`config.mk`:
```
export PLATFORM = sky130hd
export DESIGN_NAME = echo_level_tracker
export DESIGN_NICKNAME = d
export VERILOG_FILES = /design/src/rtl/elt_pkg.sv /design/src/rtl/elt_cfg.sv /design/src/rtl/elt_mul.sv /design/src/rtl/echo_level_tracker.sv
export SDC_FILE = /design/constraint.sdc
export NUM_CORES = 2
export LEC_CHECK = 0
export ABC_AREA = 1
export BUFFER_PORTS_ARGS = -buffer_cell sky130_fd_sc_hd__clkbuf_2
export CORE_AREA = 2 2 277 279
export CTS_CLUSTER_SIZE = 30
export DETAILED_ROUTE_END_ITERATION = 10
export DIE_AREA = 0 0 279 281
export SYNTH_ARGS = -nofsm -noshare
export SYNTH_HDL_FRONTEND = slang
export SYNTH_SLANG_ARGS = --single-unit
```
`constraint.sdc`:
```
create_clock -name clk -period 10.4 [get_ports clk]
set_input_delay 2.08 -clock clk [delete_from_list [all_inputs] [get_ports clk]]
set_output_delay 2.08 -clock clk [all_outputs]
set_load 0.03 [all_outputs]
```
`src/rtl/elt_pkg.sv`:
```
// Shared types and constants for the echo level tracker.
`default_nettype none
package elt_pkg;

	// Configuration register indexes
	typedef enum logic [2:0] {
		REG_SOUND_SPEED  = 3'd0,
		REG_MIN_DISTANCE = 3'd1,
		REG_MAX_DISTANCE = 3'd2,
		REG_TANK_HEIGHT  = 3'd3,
		REG_SENSOR_OFFSET = 3'd4,
		REG_SMOOTH_WEIGHT = 3'd5,
		REG_TREND_START  = 3'd6
	} reg_index_t;

	// Configuration register contents
	typedef struct packed {
		logic [15:0] sound_speed;
		logic [15:0] min_distance;
		logic [15:0] max_distance;
		logic [15:0] tank_height;
		logic [15:0] sensor_offset;
		logic [15:0] smoothing_weight;
		logic [4:0]  trend_start_count;
	} cfg_t;

	// Shared multiplier operand and product widths
	localparam int MUL_A_W = 24;
	localparam int MUL_B_W = 19;
	localparam int MUL_P_W = MUL_A_W + MUL_B_W;

	// Valid echo window, microseconds (exclusive bounds)
	localparam logic [15:0] ECHO_LOW  = 16'd100;
	localparam logic [15:0] ECHO_HIGH = 16'd45000;

	// Level class thresholds, hundredths of cm
	localparam logic [15:0] CLASS_HIGH_ABOVE = 16'd300;
	localparam logic [15:0] CLASS_MED_ABOVE  = 16'd150;
	localparam logic [15:0] CLASS_LOW_DIST   = 16'd800;

	// Weight of one in Q1.15
	localparam logic [15:0] WEIGHT_ONE = 16'd32768;

	// ceil(2^19 / 3): exact divide by three for sums below 2^19
	localparam logic [23:0] RECIP_THREE = 24'd174763;
	localparam int RECIP_SHIFT = 19;

	// Level class codes
	typedef enum logic [1:0] {
		CLASS_HIGH   = 2'd0,
		CLASS_MEDIUM = 2'd1,
		CLASS_LOW    = 2'd2,
		CLASS_EMPTY  = 2'd3
	} level_class_t;

	// Reset values of the registers
	localparam logic [15:0] RST_SOUND_SPEED  = 16'd2248;
	localparam logic [15:0] RST_MIN_DISTANCE = 16'd200;
	localparam logic [15:0] RST_MAX_DISTANCE = 16'd40000;
	localparam logic [15:0] RST_TANK_HEIGHT  = 16'd10000;
	localparam logic [15:0] RST_SENSOR_OFFSET = 16'd0;
	localparam logic [15:0] RST_SMOOTH_WEIGHT = 16'd6554;
	localparam logic [4:0]  RST_TREND_START  = 5'd3;

endpackage
`default_nettype wire

```
`src/rtl/elt_cfg.sv`:
```
// Configuration register file of the echo level tracker.
`default_nettype none
module elt_cfg
	import elt_pkg::*;
(
	input  wire logic        clk,
	input  wire logic        arst_n,
	input  wire logic        cfg_write,
	input  wire logic [2:0]  cfg_index,
	input  wire logic [15:0] cfg_data,
	output cfg_t             cfg
);

	cfg_t cfg_q;

	// Register writes; indexes past the list are dropped
	always_ff @(posedge clk or negedge arst_n) begin
		if (!arst_n) begin
			cfg_q.sound_speed       <= RST_SOUND_SPEED;
			cfg_q.min_distance      <= RST_MIN_DISTANCE;
			cfg_q.max_distance      <= RST_MAX_DISTANCE;
			cfg_q.tank_height       <= RST_TANK_HEIGHT;
			cfg_q.sensor_offset     <= RST_SENSOR_OFFSET;
			cfg_q.smoothing_weight  <= RST_SMOOTH_WEIGHT;
			cfg_q.trend_start_count <= RST_TREND_START;
		end else if (cfg_write) begin
			case (cfg_index)
				REG_SOUND_SPEED:   cfg_q.sound_speed       <= cfg_data;
				REG_MIN_DISTANCE:  cfg_q.min_distance      <= cfg_data;
				REG_MAX_DISTANCE:  cfg_q.max_distance      <= cfg_data;
				REG_TANK_HEIGHT:   cfg_q.tank_height       <= cfg_data;
				REG_SENSOR_OFFSET: cfg_q.sensor_offset     <= cfg_data;
				REG_SMOOTH_WEIGHT: cfg_q.smoothing_weight  <= cfg_data;
				REG_TREND_START:   cfg_q.trend_start_count <= cfg_data[4:0];
				default: ;
			endcase
		end
	end

	assign cfg = cfg_q;

endmodule
`default_nettype wire

```
`src/rtl/elt_mul.sv`:
```
// Shared signed multiplier with registered product.
`default_nettype none
module elt_mul
	import elt_pkg::*;
(
	input  wire logic                      clk,
	input  wire logic signed [MUL_A_W-1:0] op_a,
	input  wire logic signed [MUL_B_W-1:0] op_b,
	output logic signed [MUL_P_W-1:0]      prod
);

	logic signed [MUL_P_W-1:0] prod_q;

	// One product per cycle, registered
	always_ff @(posedge clk) begin
		prod_q <= op_a * op_b;
	end

	assign prod = prod_q;

endmodule
`default_nettype wire

```
`src/rtl/echo_level_tracker.sv`:
```
// Top level of the echo level tracker: sequencer, state and result register.
//
// Converts one echo pulse width (microseconds) into a clamped distance, a
// clamped water height, an exponential moving average of the height, a
// trend (mean of the last three heights minus the average) and a four-way
// level class. Lengths are in hundredths of a centimetre. One input word
// is taken at a time; in_stall stays high after a word is accepted while a
// sequencer runs one shared multiplier three times (echo times sound speed,
// the weighted average step, the divide by three) and waits in DONE for a
// free result register, which lets a finished result wait while the next
// word is taken. The user must write configuration only while the block is
// idle; the block itself does not enforce it.
`default_nettype none
module echo_level_tracker
	import elt_pkg::*;
#(
	parameter int HISTORY_DEPTH = 16
) (
	input  wire logic        clk,
	input  wire logic        arst_n,
	// Configuration port
	input  wire logic        cfg_write,
	input  wire logic [2:0]  cfg_index,
	input  wire logic [15:0] cfg_data,
	// Input channel
	input  wire logic        in_valid,
	output logic             in_stall,
	input  wire logic [15:0] echo_width,
	// Output channel
	output logic             out_valid,
	input  wire logic        out_stall,
	output logic [15:0]      distance,
	output logic [15:0]      water_height,
	output logic [15:0]      smoothed_height,
	output logic [16:0]      height_trend,
	output logic [1:0]       level_class
);

	// Sample count saturates at the history depth, at most 31
	localparam int COUNT_CAP_I = (HISTORY_DEPTH > 31) ? 31 : HISTORY_DEPTH;
	localparam logic [4:0] COUNT_CAP = 5'(COUNT_CAP_I);

	typedef enum logic [3:0] {
		S_IDLE,
		S_DIST,
		S_CLAMP,
		S_HEIGHT,
		S_AVG,
		S_UPD,
		S_DIV,
		S_TREND,
		S_DONE
	} state_t;

	cfg_t cfg;
	state_t state_q;

	logic [15:0] echo_q;
	logic [15:0] dist_q;
	logic [15:0] height_q;
	logic [15:0] avg_q;
	logic [16:0] trend_q;
	logic [15:0] hist0_q;
	logic [15:0] hist1_q;
	logic [4:0]  count_q;
	logic [17:0] sum_q;

	logic        out_valid_q;
	logic [15:0] out_dist_q;
	logic [15:0] out_height_q;
	logic [15:0] out_avg_q;
	logic [16:0] out_trend_q;
	logic [1:0]  out_class_q;

	logic signed [MUL_A_W-1:0] mul_a;
	logic signed [MUL_B_W-1:0] mul_b;
	logic signed [MUL_P_W-1:0] prod;

	logic        echo_ok;
	logic [21:0] echo50;
	logic [21:0] raw;
	logic [15:0] dist_c;
	logic signed [17:0] h_raw;
	logic [15:0] height_c;
	logic [15:0] weight;
	logic signed [16:0] avg_diff;
	logic [4:0]  count_next;
	logic [15:0] quot;
	logic [1:0]  class_c;
	logic        out_free;

	elt_cfg u_cfg (
		.clk       (clk),
		.arst_n    (arst_n),
		.cfg_write (cfg_write),
		.cfg_index (cfg_index),
		.cfg_data  (cfg_data),
		.cfg       (cfg)
	);

	elt_mul u_mul (
		.clk  (clk),
		.op_a (mul_a),
		.op_b (mul_b),
		.prod (prod)
	);

	// Echo scaled by 50 with shifts; zero outside the valid window
	assign echo_ok = (echo_q > ECHO_LOW) && (echo_q < ECHO_HIGH);
	assign echo50  = {1'b0, echo_q, 5'b0} + {2'b0, echo_q, 4'b0} + {5'b0, echo_q, 1'b0};

	// Distance clamp on the raw product; with a crossed clamp pair a raw value below min gives min, any other gives max
	assign raw = prod[37:16];
	always_comb begin
		if (raw < {6'b0, cfg.min_distance})
			dist_c = cfg.min_distance;
		else if (raw > {6'b0, cfg.max_distance})
			dist_c = cfg.max_distance;
		else
			dist_c = raw[15:0];
	end

	// Height clamp to 0..tank_height
	assign h_raw = $signed({2'b0, cfg.tank_height}) - $signed({2'b0, dist_q})
		+ $signed({2'b0, cfg.sensor_offset});
	always_comb begin
		if (h_raw < 0)
			height_c = '0;
		else if (h_raw > $signed({2'b0, cfg.tank_height}))
			height_c = cfg.tank_height;
		else
			height_c = h_raw[15:0];
	end

	// Average step: avg + floor(w * (h - avg) / 2^15)
	assign weight   = (cfg.smoothing_weight > WEIGHT_ONE) ? WEIGHT_ONE : cfg.smoothing_weight;
	assign avg_diff = $signed({1'b0, height_q}) - $signed({1'b0, avg_q});

	assign count_next = (count_q < COUNT_CAP) ? count_q + 5'd1 : count_q;
	assign quot = prod[RECIP_SHIFT+15:RECIP_SHIFT];

	// Level class
	always_comb begin
		if (height_q > CLASS_HIGH_ABOVE)
			class_c = CLASS_HIGH;
		else if (height_q > CLASS_MED_ABOVE)
			class_c = CLASS_MEDIUM;
		else if (dist_q <= CLASS_LOW_DIST)
			class_c = CLASS_LOW;
		else
			class_c = CLASS_EMPTY;
	end

	// Multiplier operand select
	always_comb begin
		case (state_q)
			S_DIST: begin
				mul_a = echo_ok ? $signed({2'b0, echo50}) : '0;
				mul_b = $signed({3'b0, cfg.sound_speed});
			end
			S_AVG: begin
				mul_a = MUL_A_W'(avg_diff);
				mul_b = $signed({3'b0, weight});
			end
			S_DIV: begin
				mul_a = $signed(RECIP_THREE);
				mul_b = $signed({1'b0, sum_q});
			end
			default: begin
				mul_a = '0;
				mul_b = '0;
			end
		endcase
	end

	assign out_free = !out_valid_q || !out_stall;

	// Sequencer, tracker state and result register
	always_ff @(posedge clk or negedge arst_n) begin
		if (!arst_n) begin
			state_q     <= S_IDLE;
			avg_q       <= '0;
			trend_q     <= '0;
			hist0_q     <= '0;
			hist1_q     <= '0;
			count_q     <= '0;
			out_valid_q <= 1'b0;
		end else begin
			// drop a taken result unless the next one loads this cycle
			if (out_valid_q && !out_stall && state_q != S_DONE)
				out_valid_q <= 1'b0;
			case (state_q)
				S_IDLE: begin
					if (in_valid) begin
						echo_q  <= echo_width;
						state_q <= S_DIST;
					end
				end
				S_DIST:   state_q <= S_CLAMP;
				S_CLAMP: begin
					dist_q  <= dist_c;
					state_q <= S_HEIGHT;
				end
				S_HEIGHT: begin
					height_q <= height_c;
					state_q  <= S_AVG;
				end
				S_AVG:    state_q <= S_UPD;
				S_UPD: begin
					avg_q   <= avg_q + prod[30:15];
					sum_q   <= {2'b0, height_q} + {2'b0, hist0_q} + {2'b0, hist1_q};
					hist1_q <= hist0_q;
					hist0_q <= height_q;
					count_q <= count_next;
					state_q <= S_DIV;
				end
				S_DIV:    state_q <= S_TREND;
				S_TREND: begin
					if (count_q >= cfg.trend_start_count)
						trend_q <= {1'b0, quot} - {1'b0, avg_q};
					state_q <= S_DONE;
				end
				S_DONE: begin
					if (out_free) begin
						out_valid_q  <= 1'b1;
						out_dist_q   <= dist_q;
						out_height_q <= height_q;
						out_avg_q    <= avg_q;
						out_trend_q  <= trend_q;
						out_class_q  <= class_c;
						state_q      <= S_IDLE;
					end
				end
				default: state_q <= S_IDLE;
			endcase
		end
	end

	assign in_stall        = (state_q != S_IDLE);
	assign out_valid       = out_valid_q;
	assign distance        = out_dist_q;
	assign water_height    = out_height_q;
	assign smoothed_height = out_avg_q;
	assign height_trend    = out_trend_q;
	assign level_class     = out_class_q;

endmodule
`default_nettype wire

```
==> results_dict.tcl <==
set metrics [dict create \
    synth-async-reset-ratio_pct 53.0 \
    crit_top_cell "nand2_1" \
    finalSetupViolCount 0 \
    cts_root_buf "clkbuf_16" \
    cts_buffer_depth 3 \
    drt_first_pass_iters 6 \
    worst_pin_slew_ns 1.17 \
    core_area_sq_um 75400 \
    cts_tree "done" \
    grt_pass1_wl_um 149000 \
    die-area_sq_um 78400 \
    place_hpwl_um 76500 \
    syn_avg_cell_area_sq_um 8.54 \
    rsz0062_at_grt "no" \
    gp_congestion 0.947 \
    yosysSeqAreaShare_pct 26.4 \
    cp.arrival_ns 9.28 \
    synth_xor_area_share_pct 2.68 \
    grt-ovfl-total 0 \
    placed_area_sq_um 35400 \
    stdcell_count 5062 \
    fin_hold_ws_ns 0.443 \
    final_nets 4795 \
    synth_edf_count 133 \
    p_leak_nw 18.3 \
    ys_ff_latch 332 \
    period_share_pct 85.0 \
    ant_nets 0 \
    grt.total_usage_pct 25.0 \
    slew-limit-headroom_pct 22.1 \
    vias 26076 \
    fill_cells 7308 \
    worst_path_max_delay_cell "nand3_1" \
    totalPowerFinal_mw 11.1 \
    status "finished, final reports clean" \
    cts_buffers 39 \
    clock_skew_ns 0.0292 \
    cts_setup_buffers 0 \
    synth.top_cells.by_count "861 x inv_1, 812 x nand2_1, 418 x fa_1" \
    synth_cell_types 64 \
    yosysTopAreaCellShare_pct 24.8 \
    synth_top_family_by_area "adder cells" \
    synth.area.mux_share_pct 0.0334 \
    cp-end-kind "register" \
    fin_setup_tns_ns 0 \
    synthFlopType "dfrtp_1" \
    grt_pass1_vias 26137 \
    synthCells 3946 \
    initial_utilization_pct 44.6 \
    clock_latency_ns 0.56 \
    insertedDiodeCount 0 \
    crit_type "reg2reg" \
    cts_resized 0 \
    ys_warn_count 0 \
    drv_slew 0 \
    die_y_um 281 \
    finalWirelength_um 95500 \
    num_rows 101 \
    cts.sinks 332 \
    chipWidth_um 279 \
    syn-cell-area_sq_um 33700 \
    pin_count 109 \
    layout-area-overhead-vs-synth_pct 9.09 \
    synth_fa_ha_area_share_pct 35.4 \
    start_kind "register" \
    max_clock_freq_mhz 113 \
    portBuffers 108 \
    first_iter_violations 2018 \
    synth_compound_area_share_pct 9.79 \
    drv_cap 0 \
    layout-drive-gt1-share_pct 6.56 \
    htreeDepth 2 \
    hold_violations 0 \
    hp-class "reg2reg" \
    yosys-top-cells-area "fa_1 25%, edfxtp_1 12%, dfrtp_1 11%" \
    vdd.ir_drop.worst_uv 243 \
    synthSimpleGateAreaFrac_pct 14.8 \
    synth.most_common_cell "inv_1" \
    detail_route.wl_per_cell_um 18.9 \
    final_area_sq_um 36700 \
    power_density_nw_per_um2 302 \
    yosys.area.top_type "fa_1" \
    post-place-cells 4991 \
    cp_slowest_stage_delay_ns 0.61 \
    hold_buffers 0 \
    cp_max_fo 14 \
    grt_max_degree 75 \
    fin_crit_ns 8.84 \
    via_per_inst 5.15 \
    antenna_found_initial 2 \
    crit_required_ns 10.84 \
    clk_transition_reported_paths_ns 0.06 \
    drc_errors 0 \
]
-- critical path, delay by kind of cell (launching register included) --
kind,cells,cell delay [ns]
fa+ha+maj,10,4.70
simple gates,17,2.08
compound gates,5,0.77
buf+inv,7,0.64
flops,1,0.52
-- registers in the layout, summed over array words and instances (netlist names), 17 cells and up --
signal	cells
height_trend	17
trend_q	17
u_mul.prod	23
u_cfg.cfg	101
sum_q	18
-- through the flow --
step	utilization [%]	setup WS [ns]
after global placement	46.9	1.73
after detailed placement	46.9	1.60
after floorplan	-	2.64
final	48.7	1.56
after global routing	48.7	1.03
after CTS	48.7	1.58
-- worst paths after layout --
kind | start | to | slack, ns | cells past startpoint
hold / removal | trend_q[4] | height_trend[4] | 0.44 | 0
hold reg to reg | trend_q[4] | height_trend[4] | 0.44 | 0
setup reg to reg | echo_q[4] | u_mul.prod[37] | 1.56 | 39
min in group asynchronous | arst_n | u_cfg.cfg[38] | 1.49 | 1
setup / recovery | echo_q[4] | u_mul.prod[37] | 1.56 | 39
max in group asynchronous | arst_n | avg_q[14] | 7.48 | 2
-- layer usage --
layer  vias to the layer above  part of all wire, %  track usage [%]  wire [um]
met4                         0                  3.2             7.82       3050
met3                       163                  8.0             5.54       7660
met5                         -                    0                0          0
met2                       832                   45             39.2      42900
met1                     12638                   44             34.6      42000
li1                      12443                    -                -          -
-- area by class of cell --
type                            count  area [sq um]  share of cell area, %
Tap cell                          978          1220                   3.33
Clock inverter                     17           241                  0.657
Clock buffer                       54          1100                   3.00
Sequential cell                   332          8890                   24.2
Multi-Input combinational cell   2667         21200                   57.7
Inverter                          874          3290                   8.94
Timing Repair Buffer              140           790                   2.15
-- report_power, final --
| group | switching, mW | total [mW] | internal [mW] |
|---|---|---|---|
| Sequential | 0.321 | 2.13 | 1.81 |
| Combinational | 4.96 | 7.53 | 2.57 |
| Clock | 0.573 | 1.44 | 0.872 |
| Total | 5.85 | 11.1 | 5.26 |
-- cells in the final DEF (no fill, tap or decap), types with 72 or more instances in the layout --
cell type	count
inv_1	861
nand2_1	812
fa_1	418
ha_1	283
nor2_1	273
o21ai_0	272
a21oi_1	204
dfrtp_1	150
edfxtp_1	133
clkbuf_2	107
nand3_1	72
-- cells by family (layout without fill, tap and decap cells) --
kind of cell / count (synthesis) / count (layout)
other cells: 1 / 21
mux: 1 / 1
buf+inv: 967 / 1085
simple gates: 1244 / 1244
xor+xnor: 103 / 103
flops: 332 / 332
compound gates: 597 / 597
fa+ha+maj: 701 / 701
No activity file was read; power rests on OpenSTA's default activity.
